--- src/sv/ddlc_pkg.sv ---
// Shared types, constants and codes of the dashed DDA line stepper.
package ddlc_pkg;

	localparam int COORD_BITS = 12;
	localparam int FRAC_BITS = 16;
	localparam int SCR_BITS = 11;
	localparam int POS_BITS = COORD_BITS + FRAC_BITS;
	localparam int INC_BITS = FRAC_BITS + 2;
	localparam int QUO_BITS = FRAC_BITS + 1;
	localparam int REM_BITS = COORD_BITS + 1;
	localparam int DIV_CNT_BITS = $clog2(FRAC_BITS + 1);
	localparam int SUM_BITS = ((COORD_BITS > SCR_BITS) ? COORD_BITS : SCR_BITS) + 2;
	localparam int CFG_IDX_BITS = 3;

	localparam logic [CFG_IDX_BITS-1:0] CFG_ORIGIN_X = 3'd0;
	localparam logic [CFG_IDX_BITS-1:0] CFG_ORIGIN_Y = 3'd1;
	localparam logic [CFG_IDX_BITS-1:0] CFG_CLIP_X_MIN = 3'd2;
	localparam logic [CFG_IDX_BITS-1:0] CFG_CLIP_X_MAX = 3'd3;
	localparam logic [CFG_IDX_BITS-1:0] CFG_CLIP_Y_MIN = 3'd4;
	localparam logic [CFG_IDX_BITS-1:0] CFG_CLIP_Y_MAX = 3'd5;

	localparam logic OP_START = 1'b0;
	localparam logic OP_TICK = 1'b1;

	typedef struct packed {
		logic                         op;
		logic signed [COORD_BITS-1:0] x_start;
		logic signed [COORD_BITS-1:0] y_start;
		logic signed [COORD_BITS-1:0] x_end;
		logic signed [COORD_BITS-1:0] y_end;
	} in_t;

	typedef struct packed {
		logic                pixel_valid;
		logic [SCR_BITS-1:0] pixel_x;
		logic [SCR_BITS-1:0] pixel_y;
		logic                done_res;
	} out_t;

	typedef struct packed {
		logic [SCR_BITS-1:0] origin_x;
		logic [SCR_BITS-1:0] origin_y;
		logic [SCR_BITS-1:0] clip_x_min;
		logic [SCR_BITS-1:0] clip_x_max;
		logic [SCR_BITS-1:0] clip_y_min;
		logic [SCR_BITS-1:0] clip_y_max;
	} cfg_t;

	localparam cfg_t CFG_RESET = '{
		origin_x:   11'd500,
		origin_y:   11'd375,
		clip_x_min: 11'd10,
		clip_x_max: 11'd500,
		clip_y_min: 11'd10,
		clip_y_max: 11'd740
	};

	typedef struct packed {
		logic                  start;
		logic [COORD_BITS-1:0] dividend;
		logic [COORD_BITS-1:0] divisor;
	} div_req_t;

	typedef struct packed {
		logic busy;
		logic done;
	} div_stat_t;

	typedef enum logic [1:0] {
		ST_IDLE,
		ST_DIV_X,
		ST_DIV_Y,
		ST_TICK
	} state_t;

endpackage

--- src/sv/ddlc_div.sv ---
// Restoring serial divider giving (dividend * 2^FRAC_BITS) / divisor, one quotient bit a cycle.
module ddlc_div (
	input  logic                               clk,
	input  logic                               arst_n,
	input  ddlc_pkg::div_req_t                 req,
	output ddlc_pkg::div_stat_t                stat,
	output logic [ddlc_pkg::QUO_BITS-1:0]      quotient
);

	logic [ddlc_pkg::REM_BITS-1:0]     rem_q;
	logic [ddlc_pkg::COORD_BITS-1:0]   den_q;
	logic [ddlc_pkg::QUO_BITS-1:0]     quo_q;
	logic [ddlc_pkg::DIV_CNT_BITS-1:0] cnt_q;
	logic                              first_q;
	logic                              busy_q;
	logic                              done_q;

	logic [ddlc_pkg::REM_BITS-1:0] trial;
	logic [ddlc_pkg::REM_BITS-1:0] den_ext;
	logic                          ge;

	// The dividend never exceeds the divisor, so the first step compares it unshifted
	// and yields the integer bit of the quotient.
	always_comb begin
		trial = first_q ? rem_q : {rem_q[ddlc_pkg::REM_BITS-2:0], 1'b0};
		den_ext = {1'b0, den_q};
		ge = (trial >= den_ext);
	end

	always_ff @(posedge clk or negedge arst_n) begin
		if (!arst_n) begin
			busy_q <= 1'b0;
			done_q <= 1'b0;
			first_q <= 1'b0;
			cnt_q <= '0;
		end else begin
			done_q <= 1'b0;
			if (req.start) begin
				busy_q <= 1'b1;
				first_q <= 1'b1;
				cnt_q <= ddlc_pkg::DIV_CNT_BITS'(ddlc_pkg::FRAC_BITS);
			end else if (busy_q) begin
				first_q <= 1'b0;
				cnt_q <= cnt_q - 1'b1;
				if (cnt_q == '0) begin
					busy_q <= 1'b0;
					done_q <= 1'b1;
				end
			end
		end
	end

	always_ff @(posedge clk) begin
		if (req.start) begin
			rem_q <= {1'b0, req.dividend};
			den_q <= req.divisor;
			quo_q <= '0;
		end else if (busy_q) begin
			rem_q <= ge ? (trial - den_ext) : trial;
			quo_q <= {quo_q[ddlc_pkg::QUO_BITS-2:0], ge};
		end
	end

	assign stat.busy = busy_q;
	assign stat.done = done_q;
	assign quotient = quo_q;

endmodule

--- src/sv/ddlc_map.sv ---
// Truncation of the fixed-point position, screen mapping and clip window test.
module ddlc_map (
	input  logic signed [ddlc_pkg::POS_BITS-1:0] pos_x,
	input  logic signed [ddlc_pkg::POS_BITS-1:0] pos_y,
	input  logic                                 odd_step,
	input  logic                                 last_step,
	input  ddlc_pkg::cfg_t                       cfg,
	output ddlc_pkg::out_t                       result
);

	localparam int C = ddlc_pkg::COORD_BITS;
	localparam int F = ddlc_pkg::FRAC_BITS;
	localparam int S = ddlc_pkg::SUM_BITS;
	localparam int W = ddlc_pkg::SCR_BITS;

	logic signed [C-1:0] wx;
	logic signed [C-1:0] wy;
	logic signed [S-1:0] sx;
	logic signed [S-1:0] sy;
	logic signed [S-1:0] ox;
	logic signed [S-1:0] oy;
	logic                in_win;

	// Truncation toward zero: a negative value with a non-zero fraction rounds up by one.
	always_comb begin
		wx = pos_x[ddlc_pkg::POS_BITS-1:F]
			+ C'(pos_x[ddlc_pkg::POS_BITS-1] && (pos_x[F-1:0] != '0));
		wy = pos_y[ddlc_pkg::POS_BITS-1:F]
			+ C'(pos_y[ddlc_pkg::POS_BITS-1] && (pos_y[F-1:0] != '0));
		ox = $signed({{(S-W){1'b0}}, cfg.origin_x});
		oy = $signed({{(S-W){1'b0}}, cfg.origin_y});
		sx = ox + $signed({{(S-C){wx[C-1]}}, wx});
		sy = oy - $signed({{(S-C){wy[C-1]}}, wy});
		in_win = (sx >= $signed({{(S-W){1'b0}}, cfg.clip_x_min}))
			&& (sx <= $signed({{(S-W){1'b0}}, cfg.clip_x_max}))
			&& (sy >= $signed({{(S-W){1'b0}}, cfg.clip_y_min}))
			&& (sy <= $signed({{(S-W){1'b0}}, cfg.clip_y_max}));
		result.pixel_valid = odd_step && in_win;
		result.pixel_x = result.pixel_valid ? sx[W-1:0] : '0;
		result.pixel_y = result.pixel_valid ? sy[W-1:0] : '0;
		result.done_res = last_step;
	end

endmodule

--- src/sv/dashed_dda_line_clipped_core.sv ---
// Top level of the dashed DDA line stepper: sequencer, segment state and result register.
//
// Usage. Items arrive on in_valid/in_data and are taken at an edge where in_stall is low.
// A start transaction (op 0) loads a segment and gives no result; a tick transaction (op 1)
// gives exactly one result on out_valid/out_data, taken at an edge where out_stall is low.
// Start: with a non-zero length, both increments come from one serial divider that yields
// one quotient bit a cycle, run for x and then for y, so in_stall stays high after the
// start is taken until both divisions finish. A zero-length start leaves the sequencer idle.
// Tick on an active segment: the position add happens at the accepting edge, mapping and
// clipping at the next, so the result is registered in the cycle after acceptance and the next
// item can be taken once the sequencer is back in idle. A tick with no segment gives its
// result at the accepting edge, so such ticks can follow each other while out_stall is low.
// A finished result waits in the output register; while the receiver stalls it and it is
// still full, in_stall stays high, since each tick needs a free result slot.
// Configuration writes on cfg_valid/cfg_index/cfg_data are always taken (cfg_ready is high)
// and are meant for idle periods. Indexes beyond 5 are ignored.
// Reset (arst_n low) clears the segment, empties the output register and restores the
// register defaults; no clearing pass is needed.
module dashed_dda_line_clipped_core (
	input  logic                                 clk,
	input  logic                                 arst_n,
	input  logic                                 in_valid,
	output logic                                 in_stall,
	input  ddlc_pkg::in_t                        in_data,
	output logic                                 out_valid,
	input  logic                                 out_stall,
	output ddlc_pkg::out_t                       out_data,
	input  logic                                 cfg_valid,
	output logic                                 cfg_ready,
	input  logic [ddlc_pkg::CFG_IDX_BITS-1:0]    cfg_index,
	input  logic [ddlc_pkg::SCR_BITS-1:0]        cfg_data
);

	localparam int C = ddlc_pkg::COORD_BITS;
	localparam int F = ddlc_pkg::FRAC_BITS;
	localparam int P = ddlc_pkg::POS_BITS;
	localparam int I = ddlc_pkg::INC_BITS;
	localparam int Q = ddlc_pkg::QUO_BITS;

	ddlc_pkg::state_t state_q;
	ddlc_pkg::state_t state_d;
	ddlc_pkg::cfg_t   cfg_q;

	logic signed [P-1:0] pos_x_q;
	logic signed [P-1:0] pos_y_q;
	logic signed [I-1:0] inc_x_q;
	logic signed [I-1:0] inc_y_q;
	logic [C-1:0]        step_total_q;
	logic [C-1:0]        step_number_q;
	logic                active_q;
	logic [C-1:0]        ady_q;
	logic                neg_x_q;
	logic                neg_y_q;
	logic                out_valid_q;
	ddlc_pkg::out_t      out_q;

	logic signed [C:0]   dx;
	logic signed [C:0]   dy;
	logic [C:0]          adx_w;
	logic [C:0]          ady_w;
	logic [C-1:0]        adx;
	logic [C-1:0]        ady;
	logic [C-1:0]        steps;

	logic                accept;
	logic                acc_start;
	logic                acc_tick;
	logic                load_seg;
	logic                ld_inc_x;
	logic                ld_inc_y;
	logic                adv_pos;
	logic                wr_idle_res;
	logic                wr_tick_res;
	logic [C-1:0]        step_next;
	logic                last_step;
	logic [Q-1:0]        quotient;
	logic signed [I-1:0] quo_pos;
	logic signed [I-1:0] quo_neg;

	ddlc_pkg::div_req_t  div_req;
	ddlc_pkg::div_stat_t div_stat;
	ddlc_pkg::out_t      tick_res;

	// Segment geometry straight from the start transaction.
	always_comb begin
		dx = $signed({in_data.x_end[C-1], in_data.x_end})
			- $signed({in_data.x_start[C-1], in_data.x_start});
		dy = $signed({in_data.y_end[C-1], in_data.y_end})
			- $signed({in_data.y_start[C-1], in_data.y_start});
		adx_w = dx[C] ? -dx : dx;
		ady_w = dy[C] ? -dy : dy;
		adx = adx_w[C-1:0];
		ady = ady_w[C-1:0];
		steps = (adx > ady) ? adx : ady;
	end

	assign accept = in_valid && !in_stall;
	assign acc_start = accept && (in_data.op == ddlc_pkg::OP_START);
	assign acc_tick = accept && (in_data.op == ddlc_pkg::OP_TICK);

	// Next state.
	always_comb begin
		state_d = state_q;
		unique case (state_q)
			ddlc_pkg::ST_IDLE: begin
				if (acc_start && (steps != '0)) begin
					state_d = ddlc_pkg::ST_DIV_X;
				end else if (acc_tick && active_q) begin
					state_d = ddlc_pkg::ST_TICK;
				end
			end
			ddlc_pkg::ST_DIV_X: begin
				if (div_stat.done) begin
					state_d = ddlc_pkg::ST_DIV_Y;
				end
			end
			ddlc_pkg::ST_DIV_Y: begin
				if (div_stat.done) begin
					state_d = ddlc_pkg::ST_IDLE;
				end
			end
			ddlc_pkg::ST_TICK: begin
				state_d = ddlc_pkg::ST_IDLE;
			end
			default: begin
				state_d = ddlc_pkg::ST_IDLE;
			end
		endcase
	end

	// Sequencer outputs.
	always_comb begin
		in_stall = 1'b1;
		load_seg = 1'b0;
		ld_inc_x = 1'b0;
		ld_inc_y = 1'b0;
		adv_pos = 1'b0;
		wr_idle_res = 1'b0;
		wr_tick_res = 1'b0;
		div_req.start = 1'b0;
		div_req.dividend = ady_q;
		div_req.divisor = step_total_q;
		unique case (state_q)
			ddlc_pkg::ST_IDLE: begin
				in_stall = out_valid_q && out_stall;
				load_seg = acc_start;
				div_req.start = acc_start && (steps != '0);
				div_req.dividend = adx;
				div_req.divisor = steps;
				adv_pos = acc_tick && active_q;
				wr_idle_res = acc_tick && !active_q;
			end
			ddlc_pkg::ST_DIV_X: begin
				ld_inc_x = div_stat.done;
				div_req.start = div_stat.done;
			end
			ddlc_pkg::ST_DIV_Y: begin
				ld_inc_y = div_stat.done;
			end
			ddlc_pkg::ST_TICK: begin
				wr_tick_res = 1'b1;
			end
			default: begin
				in_stall = 1'b1;
			end
		endcase
	end

	ddlc_div u_div (
		.clk      (clk),
		.arst_n   (arst_n),
		.req      (div_req),
		.stat     (div_stat),
		.quotient (quotient)
	);

	assign quo_pos = $signed({1'b0, quotient});
	assign quo_neg = -quo_pos;

	assign step_next = step_number_q + 1'b1;
	assign last_step = (step_next >= step_total_q);

	ddlc_map u_map (
		.pos_x     (pos_x_q),
		.pos_y     (pos_y_q),
		.odd_step  (step_number_q[0]),
		.last_step (last_step),
		.cfg       (cfg_q),
		.result    (tick_res)
	);

	always_ff @(posedge clk or negedge arst_n) begin
		if (!arst_n) begin
			state_q <= ddlc_pkg::ST_IDLE;
		end else begin
			state_q <= state_d;
		end
	end

	// Segment state.
	always_ff @(posedge clk or negedge arst_n) begin
		if (!arst_n) begin
			pos_x_q <= '0;
			pos_y_q <= '0;
			inc_x_q <= '0;
			inc_y_q <= '0;
			step_total_q <= '0;
			step_number_q <= '0;
			active_q <= 1'b0;
		end else begin
			if (load_seg) begin
				pos_x_q <= {in_data.x_start, {F{1'b0}}};
				pos_y_q <= {in_data.y_start, {F{1'b0}}};
				inc_x_q <= '0;
				inc_y_q <= '0;
				step_total_q <= steps;
				step_number_q <= '0;
				active_q <= (steps != '0);
			end
			if (ld_inc_x) begin
				inc_x_q <= neg_x_q ? quo_neg : quo_pos;
			end
			if (ld_inc_y) begin
				inc_y_q <= neg_y_q ? quo_neg : quo_pos;
			end
			if (adv_pos) begin
				pos_x_q <= pos_x_q + {{(P-I){inc_x_q[I-1]}}, inc_x_q};
				pos_y_q <= pos_y_q + {{(P-I){inc_y_q[I-1]}}, inc_y_q};
			end
			if (wr_tick_res) begin
				step_number_q <= step_next;
				if (last_step) begin
					active_q <= 1'b0;
				end
			end
		end
	end

	always_ff @(posedge clk) begin
		if (load_seg) begin
			ady_q <= ady;
			neg_x_q <= dx[C];
			neg_y_q <= dy[C];
		end
	end

	// Result register.
	always_ff @(posedge clk or negedge arst_n) begin
		if (!arst_n) begin
			out_valid_q <= 1'b0;
		end else if (wr_idle_res || wr_tick_res) begin
			out_valid_q <= 1'b1;
		end else if (!out_stall) begin
			out_valid_q <= 1'b0;
		end
	end

	always_ff @(posedge clk) begin
		if (wr_tick_res) begin
			out_q <= tick_res;
		end else if (wr_idle_res) begin
			out_q <= '{pixel_valid: 1'b0, pixel_x: '0, pixel_y: '0, done_res: 1'b1};
		end
	end

	assign out_valid = out_valid_q;
	assign out_data = out_q;

	// Configuration registers.
	assign cfg_ready = 1'b1;

	always_ff @(posedge clk or negedge arst_n) begin
		if (!arst_n) begin
			cfg_q <= ddlc_pkg::CFG_RESET;
		end else if (cfg_valid && cfg_ready) begin
			unique case (cfg_index)
				ddlc_pkg::CFG_ORIGIN_X:   cfg_q.origin_x <= cfg_data;
				ddlc_pkg::CFG_ORIGIN_Y:   cfg_q.origin_y <= cfg_data;
				ddlc_pkg::CFG_CLIP_X_MIN: cfg_q.clip_x_min <= cfg_data;
				ddlc_pkg::CFG_CLIP_X_MAX: cfg_q.clip_x_max <= cfg_data;
				ddlc_pkg::CFG_CLIP_Y_MIN: cfg_q.clip_y_min <= cfg_data;
				ddlc_pkg::CFG_CLIP_Y_MAX: cfg_q.clip_y_max <= cfg_data;
				default: begin
				end
			endcase
		end
	end

	// A transaction is only taken in the idle state.
	a_stall_busy: assert property (@(posedge clk) disable iff (!arst_n)
		(state_q != ddlc_pkg::ST_IDLE) |-> in_stall)
		else $error("input taken while the sequencer is busy");

	// While dividing, the divider is running or has just finished.
	a_div_alive: assert property (@(posedge clk) disable iff (!arst_n)
		((state_q == ddlc_pkg::ST_DIV_X) || (state_q == ddlc_pkg::ST_DIV_Y))
		|-> (div_stat.busy || div_stat.done))
		else $error("sequencer waits on an idle divider");

	// The tick result always finds the result register free.
	a_tick_slot: assert property (@(posedge clk) disable iff (!arst_n)
		(state_q == ddlc_pkg::ST_TICK) |-> !out_valid_q)
		else $error("tick result would overwrite a pending result");

	// An active segment still has steps to go.
	a_steps_left: assert property (@(posedge clk) disable iff (!arst_n)
		active_q |-> (step_number_q < step_total_q))
		else $error("active segment has no steps left");

	// A tick on an active segment passes through ST_TICK and then produces its result.
	a_tick_result: assert property (@(posedge clk) disable iff (!arst_n)
		(acc_tick && active_q) |=> (state_q == ddlc_pkg::ST_TICK) ##1 out_valid_q)
		else $error("tick result not delivered on time");

endmodule
--- config.mk ---
export PLATFORM = sky130hd
export DESIGN_NAME = dashed_dda_line_clipped_core
export DESIGN_NICKNAME = d
export VERILOG_FILES = /design/src/sv/ddlc_pkg.sv /design/src/sv/ddlc_div.sv /design/src/sv/ddlc_map.sv /design/src/sv/dashed_dda_line_clipped_core.sv
export SDC_FILE = /design/constraint.sdc
export NUM_CORES = 1
export LEC_CHECK = 0
export ABC_AREA = 1
export BUFFER_PORTS_ARGS = -buffer_cell sky130_fd_sc_hd__buf_2
export CELL_PAD_IN_SITES_DETAIL_PLACEMENT = 1
export CELL_PAD_IN_SITES_GLOBAL_PLACEMENT = 2
export CORE_MARGIN = 8
export CORE_UTILIZATION = 37
export CTS_CLUSTER_DIAMETER = 120
export DETAILED_ROUTE_END_ITERATION = 12
export PLACE_DENSITY_LB_ADDON = 0.12
export SYNTH_ARGS = -nofsm -noshare
export SYNTH_HDL_FRONTEND = slang
export SYNTH_HIERARCHICAL = 1
export SYNTH_SLANG_ARGS = --single-unit
--- constraint.sdc ---
create_clock -name clk -period 4.84 [get_ports clk]
set_clock_uncertainty 0.2 [all_clocks]
set_input_delay 0.242 -clock clk [delete_from_list [all_inputs] [get_ports clk]]
set_output_delay 0.242 -clock clk [all_outputs]
set_load 0.01 [all_outputs]
==> flow_metrics.py, run 1 <==
metrics = {
    "outcome": {
        "outcome": "complete, but fails checks",
        "failed_checks": "setup timing",
    },
    "worst_setup_path": {
        "cpMostUsedCell": "sky130_fd_sc_hd__buf_4",
        "path_class": "flop to flop",
        "data_required_time_of_the_critical_path_ps": 5060,
        "delay_of_the_slowest_cell_on_the_worst_path_ps": 400,
        "path_max_fanout": 5,
        "critPathArrivalTime_ps": 5250,
        "startpoint_type": "flop",
        "crit_path_top_delay_cell": "sky130_fd_sc_hd__dfrtp_1",
        "worst_setup_path_end_kind": "flop",
    },
    "cts": {
        "root_buffer": "sky130_fd_sc_hd__clkbuf_16",
        "clock_path_buffers": 3,
        "numCtsBuffers": 38,
        "cts.reportedPaths.clkPinSlew_ps": 60,
        "clk_latency_ps": 560,
        "cts_tree": "done",
        "htree_levels": 2,
        "numClockSinks": 274,
    },
    "finish": {
        "share_of_post_route_cells_with_drive_strength_above_1_pct": 20.9,
        "postLayoutCoreUtil_pct": 46.6,
        "finish.net_count": 3591,
        "areaGrowthSynthToFinish_pct": 25.3,
        "fillers": 7194,
        "stdcell_count": 4119,
        "layout.cell_area.non_filler_um2": 26700,
        "diodes": 0,
    },
    "global_routing": {
        "gr-usage-all-layers_pct": 22.4,
        "grt_pass1_wl_um": 121000,
        "grt_max_degree": 112,
        "grt_antenna_before_repair": 2,
        "gr-total-overflow": 0,
        "grt_pass1_vias": 22625,
    },
    "detailed_routing": {
        "firstDrtPassIters": 5,
        "total_via_count_after_detailed_routing": 20966,
        "wl_um": 75100,
        "ant_nets": 0,
        "drc": 0,
        "detailedRoute.firstIterationViolations": 854,
        "vias_per_cell": 5.09,
        "wl_per_cell_um": 18.2,
    },
    "die": {
        "die_x_um": 256,
        "ioPinCount": 95,
        "std_cell_rows": 88,
        "die_height_um": 256,
        "fp.coreArea_um2": 57400,
        "initial_utilization_pct": 37.2,
        "die_area_um2": 65600,
    },
    "synth": {
        "number_of_instances_in_the_synthesized_netlist": 2973,
        "ys.warnings.count": 6,
        "post_synth.cell_area_avg_um2": 7.18,
        "postSynthNetCount": 3240,
        "post_synth_instance_area_um2": 21300,
    },
    "timing": {
        "timing.slew.headroom_pct": 23.2,
        "timing.final.crit_period_ps": 5030,
        "setup_viol": 23,
        "timing.hold.ws_ps": 38.2,
        "timing_hold_violations_final": 0,
        "fmaxAchievable_mhz": 199,
        "finalWorstSetupSlack_ps": -193,
        "totalNegativeSetupSlack_ps": -3710,
        "worst_slew_pin_slew_ps": 1150,
        "slew_violations": 0,
        "setup_repair_after_global_routing_missed_its_margin": "true",
        "timing.final.crit_share_pct": 104,
    },
    "placed_design": {
        "dp_cells": 4002,
        "port_buffers": 93,
        "place.gp.congestion": 0.860,
        "dpl_cell_area_um2": 24300,
        "dp_hpwl_um": 58600,
    },
    "worst_hold_path": {
        "timing.hold.worst.class": "input pin to flop",
    },
    "pwr": {
        "pwr_density_cell_nw_per_um2": 681,
        "leakage_nw": 13.5,
        "power.ir.vdd_worst_mv": 0.356,
    },
    "run": {
        "cap_viol_max_count": 0,
    },
}
-- placed cells by master, fill, tap and decap left out, drive strengths merged, types with 2 or more instances in the layout --
| cell type | instances |
|---|---|
| a31oi | 8 |
| a21o | 4 |
| nand4 | 33 |
| o22ai | 23 |
| nand2 | 751 |
| and2 | 6 |
| inv | 488 |
| nand3 | 219 |
| dlygate4sd3 | 23 |
| o21bai | 8 |
| o21ai | 308 |
| a22o | 11 |
| a21boi | 6 |
| a41oi | 2 |
| clkinv | 16 |
| a211oi | 2 |
| clkinvlp | 5 |
| dfxtp | 18 |
| o21a | 3 |
| dfstp | 28 |
| ha | 192 |
| fa | 7 |
| nand3b | 5 |
| o31ai | 3 |
| a21oi | 142 |
| xnor2 | 29 |
| o211ai | 5 |
| bufinv | 2 |
| or2 | 20 |
| nor2 | 236 |
| nor4 | 15 |
| buf | 361 |
| xor2 | 64 |
| clkbuf | 49 |
| nor3 | 26 |
| dfrtp | 166 |
| edfxtp | 62 |
-- metal layers --
| layer | track usage (%) | wire, um | vias up |
|---|---|---|---|
| met4 | 7.98 | 2780 | 4 |
| li1 | - | - | 10368 |
| met3 | 2.59 | 1980 | 130 |
| met5 | 0 | 27 | - |
| met1 | 27.1 | 32600 | 10183 |
| met2 | 40.6 | 37700 | 281 |
-- path summary, 6_finish.rpt --
| check | startpoint | end | slack (ps) | cells after the start |
|---|---|---|---|---|
| setup reg to reg | pos_y_q[8] | out_data[4] | -190 | 28 |
| hold reg to reg | u_div/rem_q[12] | u_div/rem_q[12] | 260 | 2 |
| setup / recovery | pos_y_q[8] | out_data[4] | -190 | 28 |
| min in group asynchronous | arst_n | cfg_q[53] | 210 | 2 |
| max in group asynchronous | arst_n | pos_x_q[23] | 3190 | 3 |
| hold / removal | in_data[35] | pos_y_q[27] | 40 | 6 |
-- critical path: cells and delay by family, from the launching register on --
family,cells,cell delay [ps]
compound gates,3,260
buf+inv,9,1260
simple gates,11,1680
fa+ha+maj,3,810
flops,1,400
xor+xnor,2,290
-- power breakdown --
part	internal [mW]	total (mW)	switching, mW
registers	3.27	4.02	0.754
clock network	1.63	2.79	1.16
logic	4.68	11.4	6.73
-- cell type report --
cell class | count | area (um2) | area share (%)
Multi-Input combinational cell | 2136 | 12700 | 47.6
Sequential cell | 274 | 7110 | 26.6
Timing Repair Buffer | 386 | 2890 | 10.8
Inverter | 488 | 1840 | 6.87
Clock buffer | 47 | 1030 | 3.84
Tap cell | 765 | 957 | 3.58
Clock inverter | 23 | 200 | 0.749
-- what timing repair did --
action	4_1_cts	5_1_grt
hold buffers	23	0
pin swaps	14	48
hold endpoints to repair	150	0
gates resized for setup	61	97
buffers inserted	3	19
gates cloned	1	1
setup endpoints to repair	23	85
-- metrics by stage --
| stage | worst slack, ps | power [mW] |
|---|---|---|
| CTS | -35.7 | 17.9 |
| finish | -193 | 18.2 |
| global placement | -158 | 14.2 |
| detailed placement | -296 | 14.6 |
| floorplan | 1.00 | 10.4 |
| global route | -329 | 19.8 |
-- flip-flops by register name, indices dropped and copies added, names as in the netlist --
signal / count
cfg_q: 66
ady_q: 12
out_data: 24
active_q: 1
u_div/cnt_q: 5
u_div/den_q: 12
u_div/busy_q: 1
step_number_q: 12
u_div/quotient: 17
pos_y_q: 28
neg_x_q: 1
u_div/first_q: 1
inc_y_q: 18
neg_y_q: 1
inc_x_q: 18
u_div/done_q: 1
out_valid: 1
pos_x_q: 28
step_total_q: 12
u_div/rem_q: 13
state_q: 2
Note: power is estimated with default switching activity, not from simulation.
==> run 2, diff against run 1 <==
- RECOVER_POWER: unset -> 25
==> run 2 against run 1 <==
The flow finishes with violations (capacitance limit, slew limit, setup timing). Combinational power about the same. Power barely moved. Non-clock buffer count did not move. Core utilization about the same. Register-to-register slack about the same. Via count hardly changed. Critical path depth unchanged. Worst setup slack is essentially flat. Wire length is essentially flat.
==> flow_metrics.py, run 2 (synthesis results as in run 1) <==
metrics = {
    "cts": {
        "clock_path_buffers": 3,
        "numCtsBuffers": 38,
        "cts_tree": "done",
        "numClockSinks": 274,
        "cts.reportedPaths.clkPinSlew_ps": 60,
        "clk_latency_ps": 560,
        "htree_levels": 2,
        "root_buffer": "sky130_fd_sc_hd__clkbuf_16",
    },
    "detailed_routing": {
        "vias_per_cell": 5.09,
        "firstDrtPassIters": 5,
        "total_via_count_after_detailed_routing": 20969,
        "detailedRoute.firstIterationViolations": 855,
        "drc": 0,
        "wl_per_cell_um": 18.2,
        "wl_um": 75100,
        "ant_nets": 0,
    },
    "global_routing": {
        "grt_pass1_wl_um": 121000,
        "gr-total-overflow": 0,
        "grt_antenna_before_repair": 2,
        "grt_pass1_vias": 22625,
        "grt_max_degree": 112,
        "gr-usage-all-layers_pct": 22.4,
    },
    "placed_design": {
        "place.gp.congestion": 0.860,
        "dp_cells": 4002,
        "dpl_cell_area_um2": 24300,
        "dp_hpwl_um": 58600,
        "port_buffers": 93,
    },
    "die": {
        "die_area_um2": 65600,
        "ioPinCount": 95,
        "die_x_um": 256,
        "die_height_um": 256,
        "initial_utilization_pct": 37.2,
        "std_cell_rows": 88,
        "fp.coreArea_um2": 57400,
    },
    "finish": {
        "areaGrowthSynthToFinish_pct": 25.2,
        "largest_registers": "cfg_q: 66 flops, pos_x_q: 28 flops, pos_y_q: 28 flops",
        "stdcell_count": 4119,
        "fillers": 7196,
        "finish.net_count": 3591,
        "mostFrequentLayoutCell": "sky130_fd_sc_hd__nand2_1",
        "share_of_post_route_cells_with_drive_strength_above_1_pct": 20.8,
        "largest_register_ffs": 66,
        "largest-register": "cfg_q",
        "diodes": 0,
        "layout.cell_area.non_filler_um2": 26700,
        "multi_input_logic_area_um2": 12700,
        "final-seq-area_um2": 7110,
        "most-common-layout-cells": "sky130_fd_sc_hd__nand2_1, sky130_fd_sc_hd__inv_1, sky130_fd_sc_hd__o21ai_0",
    },
    "timing": {
        "setup_viol": 23,
        "finalWorstSetupSlack_ps": -193,
        "slew_violations": 111,
        "worst_slew_pin_slew_ps": 3150,
        "setup_repair_after_global_routing_missed_its_margin": "true",
        "fmaxAchievable_mhz": 199,
        "timing.final.crit_period_ps": 5030,
        "timing.slew.headroom_pct": -110,
        "timing_hold_violations_final": 0,
        "timing.final.crit_share_pct": 104,
    },
    "worst_setup_path": {
        "crit_path_top_delay_cell": "sky130_fd_sc_hd__dfrtp_1",
        "delay_of_the_slowest_cell_on_the_worst_path_ps": 400,
        "cpMostUsedCell": "sky130_fd_sc_hd__buf_4",
        "path_max_fanout": 5,
        "startpoint_type": "flop",
        "critPathArrivalTime_ps": 5250,
        "worstPathBufferInverterCount": 9,
        "critical-path-top-delay-family": "simple AND/OR/NAND/NOR gates",
        "path_class": "flop to flop",
        "worst_setup_path_end_kind": "flop",
        "data_required_time_of_the_critical_path_ps": 5060,
    },
    "pwr": {
        "leakage_nw": 13.5,
        "finalPower_mw": 18.2,
        "power.ir.vdd_worst_mv": 0.356,
        "pwr_density_cell_nw_per_um2": 682,
    },
    "outcome": {
        "outcome": "complete, but fails checks",
        "failed_checks": "capacitance limit, slew limit, setup timing",
    },
    "run": {
        "cap_viol_max_count": 1,
    },
    "worst_hold_path": {
        "timing.hold.worst.class": "input pin to flop",
    },
}
## run 2: timing repair
item	4_1_cts	5_1_grt
cloned	1	1
pin swaps	14	48
setup buffers	3	19
resized for setup	61	97
endpoints found under the hold margin	150	0
endpoints found under the setup margin	23	85
hold buffers	23	0
## run 2: layer usage
metal / track usage, % / up-vias / routed length, um
met2: 40.6 / 283 / 37700
met5: 0 / - / 27
met1: 27.1 / 10184 / 32600
met3: 2.59 / 130 / 1980
li1: - / 10368 / -
met4: 7.98 / 4 / 2780
## run 2: layout make-up
class	instances	share of cell area (%)
Multi-Input combinational cell	2136	47.6
Tap cell	765	3.58
Inverter	488	6.87
Sequential cell	274	26.6
Clock buffer	47	3.84
Timing Repair Buffer	386	10.7
Clock inverter	23	0.749
## run 2: tightest hold or removal path, delay by kind of cell
family | cells | cell delay [ps]
AOI/OAI and AO/OA | 1 | 80
buffers and inverters | 3 | 290
and+or+nand+nor | 2 | 120
## run 2: path summary, 6_finish.rpt
kind,cells after the start,startpoint,slack (ps),endpoint
setup / recovery,28,pos_y_q[8],-190,out_data[4]
max in group asynchronous,2,arst_n,1530,step_number_q[4]
min in group asynchronous,2,arst_n,1040,cfg_q[53]
hold reg to reg,2,u_div/rem_q[12],260,u_div/rem_q[12]
setup reg to reg,28,pos_y_q[8],-190,out_data[4]
hold / removal,6,in_data[35],40,pos_y_q[27]
## run 2: power breakdown
part	leakage, nW	switching (mW)	internal, mW
Clock	0.598	1.16	1.63
Combinational	9.70	6.73	4.68
Sequential	3.19	0.754	3.27
Total	13.5	8.64	9.58
## run 2: stage by stage
step / setup WS, ps / setup TNS [ps] / util [%] / hold slack [ps]
finish: -193 / -3720 / 46.6 / 38.2
global route: -329 / -9060 / 46.6 / 44.5
CTS: -35.7 / -323 / 45.5 / 3.14
detailed placement: -296 / -17470 / 42.4 / 254
global placement: -158 / -3840 / 42.4 / 249
floorplan: 1.00 / 0 / - / -254
==> run 3, diff against run 2 <==
- CELL_PAD_IN_SITES_GLOBAL_PLACEMENT: 2 -> 1
- CORE_UTILIZATION: 37 -> 42
- clock period: 4.84 -> 4.3 ns (I/O delays scaled with it)
==> run 3 against run 2 <==
The flow still finishes with violations (capacitance limit, slew limit, setup timing). Clock power increased by 6%. Core utilization grew 8.5 points. Register-to-register slack got worse by 440 ps. Sequential power up 12%. Power rose by 17%. First-iteration DRC count increased by 22%. Count of clock-buffer cells in the layout grew 1. Largest cell class unchanged. Highest routed layer unchanged.
==> flow_metrics.py, run 3 (synthesis results as in run 1) <==
metrics = {
    "outcome": {
        "outcome": "complete, but fails checks",
        "failed_checks": "capacitance limit, slew limit, setup timing",
    },
    "timing": {
        "finalWorstSetupSlack_ps": -637,
        "timing.hold.ws_ps": 32.8,
        "timing.final.crit_share_pct": 115,
        "setup_repair_after_global_routing_missed_its_margin": "true",
        "timing.final.crit_period_ps": 4940,
        "slew_violations": 43,
        "setup_viol": 25,
        "totalNegativeSetupSlack_ps": -13200,
        "worst_slew_pin_slew_ps": 2590,
        "timing_hold_violations_final": 0,
        "fmaxAchievable_mhz": 203,
        "timing.slew.headroom_pct": -72.7,
    },
    "detailed_routing": {
        "total_via_count_after_detailed_routing": 21598,
        "drc": 0,
        "detailedRoute.firstIterationViolations": 1042,
        "wl_per_cell_um": 19.0,
        "firstDrtPassIters": 6,
        "vias_per_cell": 5.28,
        "wl_um": 77600,
        "ant_nets": 0,
    },
    "finish": {
        "multi_input_logic_area_um2": 13300,
        "postLayoutCoreUtil_pct": 55.1,
        "largest-register": "cfg_q",
        "most-common-layout-cells": "sky130_fd_sc_hd__nand2_1, sky130_fd_sc_hd__inv_1, sky130_fd_sc_hd__buf_4",
        "diodes": 0,
        "mostFrequentLayoutCell": "sky130_fd_sc_hd__nand2_1",
        "share_of_post_route_cells_with_drive_strength_above_1_pct": 24.0,
        "final-seq-area_um2": 7110,
        "layout.cell_area.non_filler_um2": 27600,
        "areaGrowthSynthToFinish_pct": 29.4,
        "fillers": 6401,
        "largest_register_ffs": 66,
        "largest_registers": "cfg_q: 66 flops, pos_x_q: 28 flops, pos_y_q: 28 flops",
        "finish.net_count": 3661,
    },
    "worst_setup_path": {
        "data_required_time_of_the_critical_path_ps": 4520,
        "path_class": "flop to flop",
        "delay_of_the_slowest_cell_on_the_worst_path_ps": 390,
        "critPathArrivalTime_ps": 5150,
        "worst_setup_path_end_kind": "flop",
        "path_max_fanout": 11,
        "cpMostUsedCell": "sky130_fd_sc_hd__nand2_1",
        "startpoint_type": "flop",
        "crit_path_top_delay_cell": "sky130_fd_sc_hd__dfrtp_1",
    },
    "cts": {
        "cts_tree": "done",
        "cts.reportedPaths.clkPinSlew_ps": 60,
        "clk_latency_ps": 550,
        "htree_levels": 2,
        "root_buffer": "sky130_fd_sc_hd__clkbuf_16",
        "numCtsBuffers": 35,
        "numClockSinks": 274,
        "clock_path_buffers": 3,
    },
    "global_routing": {
        "gr-usage-all-layers_pct": 26.0,
        "grt_antenna_before_repair": 1,
        "grt_pass1_vias": 22851,
        "grt_max_degree": 138,
        "gr-total-overflow": 0,
        "grt_pass1_wl_um": 121000,
    },
    "run": {
        "cap_viol_max_count": 1,
    },
    "die": {
        "die_height_um": 241,
        "fp.coreArea_um2": 50200,
        "ioPinCount": 95,
        "die_area_um2": 58300,
        "initial_utilization_pct": 42.5,
        "die_x_um": 241,
        "std_cell_rows": 82,
    },
    "placed_design": {
        "worst_slack_at_placement_ps": -910,
        "dpl_cell_area_um2": 24800,
        "port_buffers": 93,
        "place.gp.congestion": 0.939,
        "dp_hpwl_um": 58800,
    },
    "pwr": {
        "pwr_density_cell_nw_per_um2": 769,
        "leakage_nw": 13.9,
        "power.ir.vdd_worst_mv": 0.392,
    },
    "worst_hold_path": {
        "timing.hold.worst.class": "input pin to flop",
    },
}
run 3: cell count changes in the layout (fill, tap and decap cells not counted), moves of 14 or more:
| cell | before | now |
|---|---|---|
| sky130_fd_sc_hd__nand2_2 | 53 | 67 |
| sky130_fd_sc_hd__nand3_2 | 15 | 29 |
| sky130_fd_sc_hd__clkbuf_1 | 10 | 36 |
| sky130_fd_sc_hd__nand2_1 | 688 | 666 |
| sky130_fd_sc_hd__buf_2 | 89 | 63 |
| sky130_fd_sc_hd__buf_4 | 252 | 319 |
| sky130_fd_sc_hd__nand3_1 | 200 | 182 |
run 3: repair_timing:
item / in CTS / in global routing
pin swaps: 48 / 84
endpoints found under the hold margin: 132 / 0
resized for setup: 90 / 184
buffers inserted: 14 / 17
endpoints found under the setup margin: 84 / 88
gates cloned: 5 / 1
hold buffers: 24 / 0
run 3: cell type report:
| cell class | instances | share of cell area, % |
|---|---|---|
| Clock inverter | 16 | 0.453 |
| Inverter | 488 | 6.71 |
| Sequential cell | 274 | 25.7 |
| Multi-Input combinational cell | 2139 | 48.1 |
| Tap cell | 672 | 3.04 |
| Timing Repair Buffer | 456 | 12.3 |
| Clock buffer | 48 | 3.65 |
run 3: worst max-delay path, delay by kind of cell, from the launching register on:
kind,cells,cell delay [ps]
AND/OR/NAND/NOR,15,1590
adder cells (fa/ha/maj),4,1040
buffers and inverters,5,650
AO/OA/AOI/OAI,4,610
flip-flops,1,390
XOR/XNOR,2,300
run 3: final timing paths:
kind | cells past startpoint | startpoint | to | slack (ps)
max | 30 | pos_x_q[0] | out_data[15] | -640
min reg2reg | 2 | u_div/rem_q[12] | u_div/rem_q[12] | 270
min | 6 | in_data[35] | pos_y_q[27] | 30
max in group asynchronous | 4 | arst_n | inc_x_q[0] | 170
min in group asynchronous | 3 | arst_n | pos_x_q[1] | 1350
max reg2reg | 30 | pos_x_q[0] | out_data[15] | -640
run 3: per-stage QoR:
step           cells  power [mW]
2_1_floorplan   2973        11.8
3_3_place_gp    3971        16.1
3_5_place_dp    3971        16.7
4_1_cts         4078        20.4
5_1_grt         4093        22.9
6_report        4093        21.2
run 3: per-layer routing:
metal  share of wire [%]  wire length (um)  track usage, %  up-vias
met5               0.013                10               0        -
met4                 3.3              2530            8.57        2
met3                 3.7              2900            3.70      134
met2                  50             38500            45.5      340
met1                  43             33600            32.7    10606
li1                    -                 -               -    10516
run 3: report_power, final:
group,internal [mW],switching [mW],leakage [nW]
registers,3.68,0.844,3.19
clock network,1.71,1.24,0.558
logic,5.67,8.08,10.1
